===== config.mk =====
export PLATFORM = sky130hd
export DESIGN_NAME = sha256_stream_hasher
export DESIGN_NICKNAME = d
export VERILOG_FILES = /design/src/hw/rtl/sha_pkg.sv /design/src/hw/rtl/sha256_stream_hasher.sv
export VERILOG_INCLUDE_DIRS = /design/src /design/src/hw/rtl
export SDC_FILE = /design/constraint.sdc
export NUM_CORES = 2
export LEC_CHECK = 0
export BUFFER_PORTS_ARGS = -buffer_cell sky130_fd_sc_hd__buf_2
export CAP_MARGIN = 20
export CORE_MARGIN = 2
export CORE_UTILIZATION = 45
export DETAILED_ROUTE_END_ITERATION = 10
export GPL_TIMING_DRIVEN = 0
export SYNTH_ARGS = -nofsm -noshare
export SYNTH_HDL_FRONTEND = slang
export SYNTH_SLANG_ARGS = --single-unit

===== constraint.sdc =====
create_clock -name clk -period 25.8 [get_ports clk]
set_input_delay 2.58 -clock clk [delete_from_list [all_inputs] [get_ports clk]]
set_output_delay 2.58 -clock clk [all_outputs]
set_load 0.01 [all_outputs]

===== src/hw/rtl/sha256_stream_hasher_defines.svh =====
// Assertion macros for the SHA-256 stream hasher.
// Used by sha256_stream_hasher.sv; no other dependencies.
`ifndef SHA256_STREAM_HASHER_DEFINES_SVH
`define SHA256_STREAM_HASHER_DEFINES_SVH
`ifndef ASSERT_OFF
`define SHA_ASSERT(lbl, clk, rst_n, prop, msg) \
  lbl: assert property (@(posedge clk) disable iff (!rst_n) prop) else $error(msg);
`define SHA_ASSERT_NORST(lbl, clk, prop, msg) \
  lbl: assert property (@(posedge clk) prop) else $error(msg);
`else
`define SHA_ASSERT(lbl, clk, rst_n, prop, msg)
`define SHA_ASSERT_NORST(lbl, clk, prop, msg)
`endif
`endif


===== src/hw/rtl/sha_pkg.sv =====
// Package for the SHA-256 stream hasher: codes, states, constants, functions.
// No dependencies.
`timescale 1ns / 1ps
package sha_pkg;
  localparam logic [1:0] FUNC_ABSORB  = 2'd0;
  localparam logic [1:0] FUNC_FINISH  = 2'd1;
  localparam logic [1:0] FUNC_RESTART = 2'd2;
  localparam logic STATUS_OK  = 1'b0;
  localparam logic STATUS_ERR = 1'b1;

  typedef enum logic [3:0] {
    ST_IDLE, ST_LOAD, ST_ROUND, ST_ADD, ST_PAD, ST_OUT, ST_ERR
  } state_t;

  typedef logic [31:0] word_t;

  function automatic word_t init_h(input logic [2:0] i);
    word_t r;
    unique case (i)
      3'd0: r = 32'h6a09e667;
      3'd1: r = 32'hbb67ae85;
      3'd2: r = 32'h3c6ef372;
      3'd3: r = 32'ha54ff53a;
      3'd4: r = 32'h510e527f;
      3'd5: r = 32'h9b05688c;
      3'd6: r = 32'h1f83d9ab;
      default: r = 32'h5be0cd19;
    endcase
    return r;
  endfunction

  localparam word_t ROUND_K [64] = '{
    32'h428a2f98, 32'h71374491, 32'hb5c0fbcf, 32'he9b5dba5, 32'h3956c25b, 32'h59f111f1,
    32'h923f82a4, 32'hab1c5ed5, 32'hd807aa98, 32'h12835b01, 32'h243185be, 32'h550c7dc3,
    32'h72be5d74, 32'h80deb1fe, 32'h9bdc06a7, 32'hc19bf174, 32'he49b69c1, 32'hefbe4786,
    32'h0fc19dc6, 32'h240ca1cc, 32'h2de92c6f, 32'h4a7484aa, 32'h5cb0a9dc, 32'h76f988da,
    32'h983e5152, 32'ha831c66d, 32'hb00327c8, 32'hbf597fc7, 32'hc6e00bf3, 32'hd5a79147,
    32'h06ca6351, 32'h14292967, 32'h27b70a85, 32'h2e1b2138, 32'h4d2c6dfc, 32'h53380d13,
    32'h650a7354, 32'h766a0abb, 32'h81c2c92e, 32'h92722c85, 32'ha2bfe8a1, 32'ha81a664b,
    32'hc24b8b70, 32'hc76c51a3, 32'hd192e819, 32'hd6990624, 32'hf40e3585, 32'h106aa070,
    32'h19a4c116, 32'h1e376c08, 32'h2748774c, 32'h34b0bcb5, 32'h391c0cb3, 32'h4ed8aa4a,
    32'h5b9cca4f, 32'h682e6ff3, 32'h748f82ee, 32'h78a5636f, 32'h84c87814, 32'h8cc70208,
    32'h90befffa, 32'ha4506ceb, 32'hbef9a3f7, 32'hc67178f2
  };

  function automatic word_t rotr(input word_t x, input int n);
    return (x >> n) | (x << (32 - n));
  endfunction
endpackage


===== src/hw/rtl/sha256_stream_hasher.sv =====
// SHA-256 stream hasher top level: byte absorb, padding, round unit, digest output.
// Depends on sha_pkg and sha256_stream_hasher_defines.svh.
//
//  channel | ports                                    | direction
//  in      | in_valid in_ready in_func in_data_byte   | transactions into the block
//  out     | out_valid out_ready out_status           | results out of the block
//          | out_digest_word out_word_index out_last_word
//
// An absorb transaction stores one byte; when it completes a 64-byte block,
// the one round unit runs a load step, 64 rounds and an add-back step.
// A finish runs one or two compressions for the padding, then sends eight
// words, one per cycle that out_ready is high. Reset (rst_n low, synchronous)
// restores the initial hash. The block is not ready while it compresses or
// sends results; a stalled output simply holds the current word.
`timescale 1ns / 1ps
`include "sha256_stream_hasher_defines.svh"
module sha256_stream_hasher (
  input  logic        clk,
  input  logic        rst_n,
  input  logic        in_valid,
  output logic        in_ready,
  input  logic [1:0]  in_func,
  input  logic [7:0]  in_data_byte,
  output logic        out_valid,
  input  logic        out_ready,
  output logic        out_status,
  output logic [31:0] out_digest_word,
  output logic [2:0]  out_word_index,
  output logic        out_last_word
);
  sha_pkg::state_t state_r, state_nxt;

  sha_pkg::word_t hash_r [8];
  sha_pkg::word_t work_r [8];
  sha_pkg::word_t sched_r [16];
  // Message block stored as 16 big-endian words.
  sha_pkg::word_t blk_r [16];
  logic [5:0]  fill_r;
  logic [63:0] bitlen_r;
  logic        fin_r;
  logic [5:0]  rnd_r;
  logic [2:0]  widx_r;
  // Set while padding: the compression in progress belongs to a finish.
  logic        padding_r;
  // Set when a second (length-only) padded block is still to go.
  logic        pad2_r;

  logic in_fire, out_fire;
  assign in_fire  = in_valid && in_ready;
  assign out_fire = out_valid && out_ready;

  // Next state.
  always_comb begin
    state_nxt = state_r;
    unique case (state_r)
      sha_pkg::ST_IDLE: begin
        if (in_fire) begin
          priority if (in_func == sha_pkg::FUNC_ABSORB) begin
            if (fin_r) state_nxt = sha_pkg::ST_ERR;
            else if (fill_r == 6'd63) state_nxt = sha_pkg::ST_LOAD;
          end else if (in_func == sha_pkg::FUNC_FINISH) begin
            state_nxt = fin_r ? sha_pkg::ST_OUT : sha_pkg::ST_PAD;
          end else begin
            state_nxt = state_r;
          end
        end
      end
      sha_pkg::ST_PAD:   state_nxt = sha_pkg::ST_LOAD;
      sha_pkg::ST_LOAD:  state_nxt = sha_pkg::ST_ROUND;
      sha_pkg::ST_ROUND: if (rnd_r == 6'd63) state_nxt = sha_pkg::ST_ADD;
      sha_pkg::ST_ADD: begin
        if (!padding_r) state_nxt = sha_pkg::ST_IDLE;
        else if (pad2_r) state_nxt = sha_pkg::ST_PAD;
        else state_nxt = sha_pkg::ST_OUT;
      end
      sha_pkg::ST_OUT: if (out_fire && widx_r == 3'd7) state_nxt = sha_pkg::ST_IDLE;
      sha_pkg::ST_ERR: if (out_fire) state_nxt = sha_pkg::ST_IDLE;
      default: state_nxt = sha_pkg::ST_IDLE;
    endcase
  end

  // Outputs.
  always_comb begin
    in_ready        = (state_r == sha_pkg::ST_IDLE);
    out_valid       = (state_r == sha_pkg::ST_OUT) || (state_r == sha_pkg::ST_ERR);
    out_status      = (state_r == sha_pkg::ST_ERR) ? sha_pkg::STATUS_ERR : sha_pkg::STATUS_OK;
    out_digest_word = (state_r == sha_pkg::ST_ERR) ? 32'd0 : hash_r[widx_r];
    out_word_index  = (state_r == sha_pkg::ST_ERR) ? 3'd0 : widx_r;
    out_last_word   = (state_r == sha_pkg::ST_ERR) || (widx_r == 3'd7);
  end

  always_ff @(posedge clk) begin
    if (!rst_n) state_r <= sha_pkg::ST_IDLE;
    else state_r <= state_nxt;
  end

  // Round unit inputs.
  sha_pkg::word_t w_cur, w2, w7, w15, w16, s0, s1, t1, t2, ee, aa;
  always_comb begin
    w2  = sched_r[4'(rnd_r - 6'd2)];
    w7  = sched_r[4'(rnd_r - 6'd7)];
    w15 = sched_r[4'(rnd_r - 6'd15)];
    w16 = sched_r[rnd_r[3:0]];
    s1 = sha_pkg::rotr(w2, 17) ^ sha_pkg::rotr(w2, 19) ^ (w2 >> 10);
    s0 = sha_pkg::rotr(w15, 7) ^ sha_pkg::rotr(w15, 18) ^ (w15 >> 3);
    w_cur = (rnd_r < 6'd16) ? blk_r[rnd_r[3:0]] : (s1 + w7 + s0 + w16);
    ee = work_r[4];
    aa = work_r[0];
    t1 = work_r[7] + (sha_pkg::rotr(ee, 6) ^ sha_pkg::rotr(ee, 11) ^ sha_pkg::rotr(ee, 25))
       + ((ee & work_r[5]) ^ (~ee & work_r[6])) + sha_pkg::ROUND_K[rnd_r] + w_cur;
    t2 = (sha_pkg::rotr(aa, 2) ^ sha_pkg::rotr(aa, 13) ^ sha_pkg::rotr(aa, 22))
       + ((aa & work_r[1]) ^ (aa & work_r[2]) ^ (work_r[1] & work_r[2]));
  end

  logic [1:0] bsel;
  assign bsel = fill_r[1:0];

  always_ff @(posedge clk) begin
    if (!rst_n) begin
      for (int i = 0; i < 8; i++) hash_r[i] <= sha_pkg::init_h(3'(i));
      fill_r    <= '0;
      bitlen_r  <= '0;
      fin_r     <= 1'b0;
      rnd_r     <= '0;
      widx_r    <= '0;
      padding_r <= 1'b0;
      pad2_r    <= 1'b0;
    end else begin
      unique case (state_r)
        sha_pkg::ST_IDLE: begin
          widx_r <= '0;
          if (in_fire && in_func == sha_pkg::FUNC_ABSORB && !fin_r) begin
            blk_r[fill_r[5:2]][8*(3-bsel) +: 8] <= in_data_byte;
            fill_r   <= fill_r + 6'd1;
            bitlen_r <= bitlen_r + 64'd8;
          end else if (in_fire && in_func == sha_pkg::FUNC_FINISH && !fin_r) begin
            // Place 0x80 and clear the rest of the current word and after.
            for (int j = 0; j < 16; j++) begin
              if (j > int'(fill_r[5:2])) blk_r[j] <= '0;
            end
            blk_r[fill_r[5:2]] <= (blk_r[fill_r[5:2]] & ~(32'hffffffff >> (8 * bsel)))
                                  | (32'h80000000 >> (8 * bsel));
            padding_r <= 1'b1;
            pad2_r    <= (fill_r >= 6'd56);
          end else if (in_fire && in_func == sha_pkg::FUNC_RESTART) begin
            for (int i = 0; i < 8; i++) hash_r[i] <= sha_pkg::init_h(3'(i));
            fill_r   <= '0;
            bitlen_r <= '0;
            fin_r    <= 1'b0;
          end
        end
        sha_pkg::ST_PAD: begin
          // Final pass writes the length; a two-block pad also zeros words 0-13.
          if (!pad2_r) begin
            blk_r[14] <= bitlen_r[63:32];
            blk_r[15] <= bitlen_r[31:0];
          end else if (fill_r == 6'd0) begin
            for (int j = 0; j < 14; j++) blk_r[j] <= '0;
            blk_r[14] <= bitlen_r[63:32];
            blk_r[15] <= bitlen_r[31:0];
            pad2_r <= 1'b0;
          end
        end
        sha_pkg::ST_LOAD: begin
          for (int i = 0; i < 8; i++) work_r[i] <= hash_r[i];
          rnd_r <= '0;
        end
        sha_pkg::ST_ROUND: begin
          sched_r[rnd_r[3:0]] <= w_cur;
          work_r[7] <= work_r[6];
          work_r[6] <= work_r[5];
          work_r[5] <= work_r[4];
          work_r[4] <= work_r[3] + t1;
          work_r[3] <= work_r[2];
          work_r[2] <= work_r[1];
          work_r[1] <= work_r[0];
          work_r[0] <= t1 + t2;
          rnd_r <= rnd_r + 6'd1;
        end
        sha_pkg::ST_ADD: begin
          for (int i = 0; i < 8; i++) hash_r[i] <= hash_r[i] + work_r[i];
          fill_r <= '0;
          if (padding_r && !pad2_r) begin
            padding_r <= 1'b0;
            fin_r     <= 1'b1;
          end
        end
        sha_pkg::ST_OUT: if (out_fire) widx_r <= widx_r + 3'd1;
        sha_pkg::ST_ERR: ;
        default: ;
      endcase
    end
  end

  `SHA_ASSERT(a_busy_not_ready, clk, rst_n, (state_r == sha_pkg::ST_ROUND) |-> !in_ready, "ready during rounds")
  `SHA_ASSERT(a_out_only_idle, clk, rst_n, out_valid |-> !in_ready, "ready while output pending")
  `SHA_ASSERT(a_err_single, clk, rst_n, (out_fire && out_status) |-> out_last_word, "error not last")
  `SHA_ASSERT_NORST(a_reset_idle, clk, !rst_n |=> !out_valid, "output after reset")
endmodule


==> run summary <==
GLOBAL ROUTE
---------------------------------------------------------------------------------
First-pass GRT wire length ......................................... 624,000 microns
Pin count of the biggest net entering global routing ...............           51
Antenna violations before repair ...................................           13
Via count of the first global-routing pass .........................       83,729
Grt total ovfl .....................................................            0
Global Route Usage Sum .............................................        36.8%

STA
---------------------------------------------------------------------------------
Pins Over Slew Limit ...............................................            0
Final Hold Viols ...................................................            0
Maximum frequency from static timing analysis ......................     54.5 MHz
Worst slew margin relative to its limit ............................        9.04%
Final period demand of the worst path ..............................     18.35 ns
Setup violation total in the final timing report ...................            0
Clock tree skew after final layout .................................    0.0849 ns
Final cycle utilization of the critical path .......................        71.1%
Measured slew at the worst slew-check pin ..........................      1.36 ns
Final sum of negative setup slack ..................................         0 ns
RSZ-0062 raised after global routing ...............................        false
Min Hold Slack .....................................................     0.463 ns

FINAL LAYOUT
---------------------------------------------------------------------------------
Area of all placed cells without fillers ...........................  0.120 sq mm
Layout cells sized above 1 .........................................        14.8%
# fillers ..........................................................       20,691
Nets@finish ........................................................       10,570
Number of non-filler instances in the completed layout .............       13,254
Synth-to-layout area growth ........................................        13.1%

CLOCKING
---------------------------------------------------------------------------------
Largest buffer count on any clock path .............................            3
Clock Sink Count ...................................................        1,629
Postcts setup bufs .................................................            0
Clock tree from TritonCTS ..........................................        built
Number of instances resized during post-cts repair .................            0
Cell chosen for the clock root ..................................... sky130_fd_sc_hd__clkbuf_16
CTS H-Tree Depth ...................................................            4
Clock latency of the later-clocked register in the worst-skew pair .      0.89 ns
TritonCTS buffer count .............................................          189
Number of buffers added to fix hold violations after cts ...........            0
Clock transition at the registers of the reported paths ............      0.06 ns

ROUTING
---------------------------------------------------------------------------------
Count of vias placed by the detailed router ........................       87,623
DRC violation count after routing ..................................            0
Drt via density ....................................................         6.61
Post-Route WL ...................................................... 447,000 microns
Detailed-router iteration count before antenna repair ..............            6
Average wire length per cell after detail routing .................. 33.7 microns
Iteration-0 DRC count of the detailed router .......................       12,967
Post-DRT Antenna Nets ..............................................            0

LOGIC SYNTHESIS
---------------------------------------------------------------------------------
Fraction of synthesized cell area taken by the top area cell type ..        29.9%
Top-count cell post-synth .......................................... sky130_fd_sc_hd__nand2_1
Number of warning messages in the yosys log ........................            0
Leading post-synthesis cells by cell area .......................... sky130_fd_sc_hd__edfxtp_1 (30%), sky130_fd_sc_hd__mux4_2 (18%), sky130_fd_sc_hd__dfxtp_1 (11%), sky130_fd_sc_hd__ha_1 (5.0%), sky130_fd_sc_hd__nand2_1 (3.9%)
EDFF count, synth ..................................................        1,056
Most frequent cells after synthesis ................................ sky130_fd_sc_hd__nand2_1 (1,103), sky130_fd_sc_hd__edfxtp_1 (1,056), sky130_fd_sc_hd__nor2_1 (999), sky130_fd_sc_hd__mux4_2 (835), sky130_fd_sc_hd__dfxtp_1 (573)
Post-synth net total ...............................................       10,143
Dominant synthesized flop cell ..................................... sky130_fd_sc_hd__edfxtp_1
Sequential-to-total area share from yosys stat .....................        40.8%
Netlist area before placement ......................................  0.106 sq mm
Number of cells produced by synthesis ..............................        9,513
Library cells used by synthesis ....................................           84
Synthesized area divided by synthesized cell count .................   11.1 sq um
Leading area contributor after synthesis ........................... sky130_fd_sc_hd__edfxtp_1
Fraction of synthesis flops using an asynchronous set or reset pin .           0%
Number of storage elements in the synthesis netlist ................        1,629

FLOORPLAN
---------------------------------------------------------------------------------
Initial standard-cell utilization of the core ......................        45.2%
Floorplan die height ...............................................  489 microns
Placeable core region ..............................................  0.235 sq mm
Row cnt ............................................................          178
Full die area ......................................................  0.239 sq mm
DIE WIDTH ..........................................................  489 microns
I/O pins ...........................................................           53

SETUP PATH
---------------------------------------------------------------------------------
Crit path buffers/inverters ........................................           15
Data arrival time at the worst-slack endpoint ......................     18.94 ns
Maximum fanout along the worst path ................................           17
Critical Path Sink Type ............................................         flop
Setup CP Type ...................................................... flop to flop
Cell class contributing the biggest share of worst-path delay ...... compound AO/OA/AOI/OAI gates
Required time worst endpoint .......................................     26.39 ns
Cell with the most instances on the worst path ..................... sky130_fd_sc_hd__a21oi_1
Cell with the biggest individual delay on the critical path ........ sky130_fd_sc_hd__xor2_1
Slowest Stage Delay on Critical Path ...............................      0.94 ns
Crit path launch type ..............................................         flop

FLOW RUN
---------------------------------------------------------------------------------
Max cap viols ......................................................            0

PLACE
---------------------------------------------------------------------------------
Final Wtd Congestion ...............................................         1.06
HPWL Detailed ...................................................... 346,000 microns
DP Cell Count ......................................................       12,882
Placed inst area ...................................................  0.113 sq mm
Number of buffers inserted by port buffering .......................           52

WORST HOLD PATH
---------------------------------------------------------------------------------
Hold crit path type ................................................ flop to flop

OUTCOME
---------------------------------------------------------------------------------
Run status ......................................................... finished, final reports clean

==> cell usage in the layout, fill, tap and decap left out, types with 87 or more instances in the layout <==
cell type	synthesis	routed
sky130_fd_sc_hd__a211oi_1	385	385
sky130_fd_sc_hd__a21o_1	179	179
sky130_fd_sc_hd__a21oi_1	457	449
sky130_fd_sc_hd__buf_2	7	87
sky130_fd_sc_hd__buf_8	0	91
sky130_fd_sc_hd__clkbuf_1	498	537
sky130_fd_sc_hd__clkbuf_16	0	194
sky130_fd_sc_hd__dfxtp_1	573	573
sky130_fd_sc_hd__edfxtp_1	1056	1056
sky130_fd_sc_hd__fa_1	195	195
sky130_fd_sc_hd__ha_1	421	421
sky130_fd_sc_hd__inv_1	460	460
sky130_fd_sc_hd__mux2i_1	125	125
sky130_fd_sc_hd__mux4_2	835	835
sky130_fd_sc_hd__nand2_1	1103	1100
sky130_fd_sc_hd__nand3_1	113	113
sky130_fd_sc_hd__nor2_1	999	982
sky130_fd_sc_hd__o21ai_0	431	418
sky130_fd_sc_hd__xnor2_1	354	354
sky130_fd_sc_hd__xor2_1	252	252
==> cell families (layout without fill, tap and decap cells) <==
family / Yosys count / after routing / synth area share, %
buffers and inverters: 1074 / 1657 / 3.83
other: 0 / 8 / 0
xor gates and xnor gates: 607 / 607 / 5.03
DFF: 1629 / 1629 / 40.8
and+or+nand+nor: 2685 / 2685 / 10.7
muxes: 999 / 999 / 19.4
AOI/OAI and AO/OA: 1899 / 1899 / 11.5
adders and majority gates: 620 / 620 / 8.70
==> flip-flops by register name (all words and copies together), names as in the netlist, named ones only <==
name and flops:
fin_r 1, pad2_r 1, fill_r 6, padding_r 1, rnd_r 6, blk_r 512, state_r 3, hash_r 256
work_r 256, bitlen_r 61, sched_r 512, widx_r 3
==> per-layer routing <==
| metal | GRT usage, % | wire (microns) | up-vias |
|---|---|---|---|
| met5 | 0 | 63 | - |
| met4 | 23.2 | 34800 | 8 |
| met3 | 8.73 | 51900 | 1407 |
| met2 | 55.4 | 194000 | 6427 |
| met1 | 47.8 | 166000 | 43696 |
| li1 | - | - | 36085 |
==> metrics by stage <==
step	util, %	setup slack, ns
finish	51.1	7.45
global placement	47.0	-10.45
global route	51.1	7.37
floorplan	-	3.28
CTS	51.0	8.07
detailed placement	48.3	8.18
==> cell type report <==
| cell class | count | area (sq um) | area share [%] |
|---|---|---|---|
| diodes | 8 | 20.0 | 0.0167 |
| plain buffers | 608 | 2350 | 1.96 |
| clock buffers | 257 | 5250 | 4.39 |
| clock inverters | 90 | 1080 | 0.905 |
| inverters | 466 | 1750 | 1.46 |
| multi-input cells | 6810 | 59000 | 49.3 |
| flip-flops and latches | 1629 | 43200 | 36.1 |
| well taps | 3150 | 3940 | 3.29 |
| repair buffers | 236 | 3170 | 2.64 |
==> worst paths after layout <==
| kind | start | endpoint | slack [ns] | cells after the start |
|---|---|---|---|---|
| max | rnd_r[0] | work_r[0][30] | 7.45 | 55 |
| min | blk_r[0][7] | blk_r[0][7] | 0.46 | 2 |
| max reg2reg | rnd_r[0] | work_r[0][30] | 7.45 | 55 |
| min reg2reg | blk_r[0][7] | blk_r[0][7] | 0.46 | 2 |
==> worst reg2reg max path, delay by kind of cell (launching register included) <==
| kind | cells | cell delay (ns) |
|---|---|---|
| buffers and inverters | 15 | 4.38 |
| multiplexers | 2 | 1.08 |
| adder cells (fa/ha/maj) | 10 | 4.63 |
| AND/OR/NAND/NOR | 2 | 0.57 |
| XOR/XNOR | 4 | 1.72 |
| flip-flops | 1 | 0.64 |
| AO/OA/AOI/OAI | 22 | 5.06 |
Power is left out: the tool's default activity adds up to more than one toggle a clock period on the data nets, which glitch-free logic cannot reach.
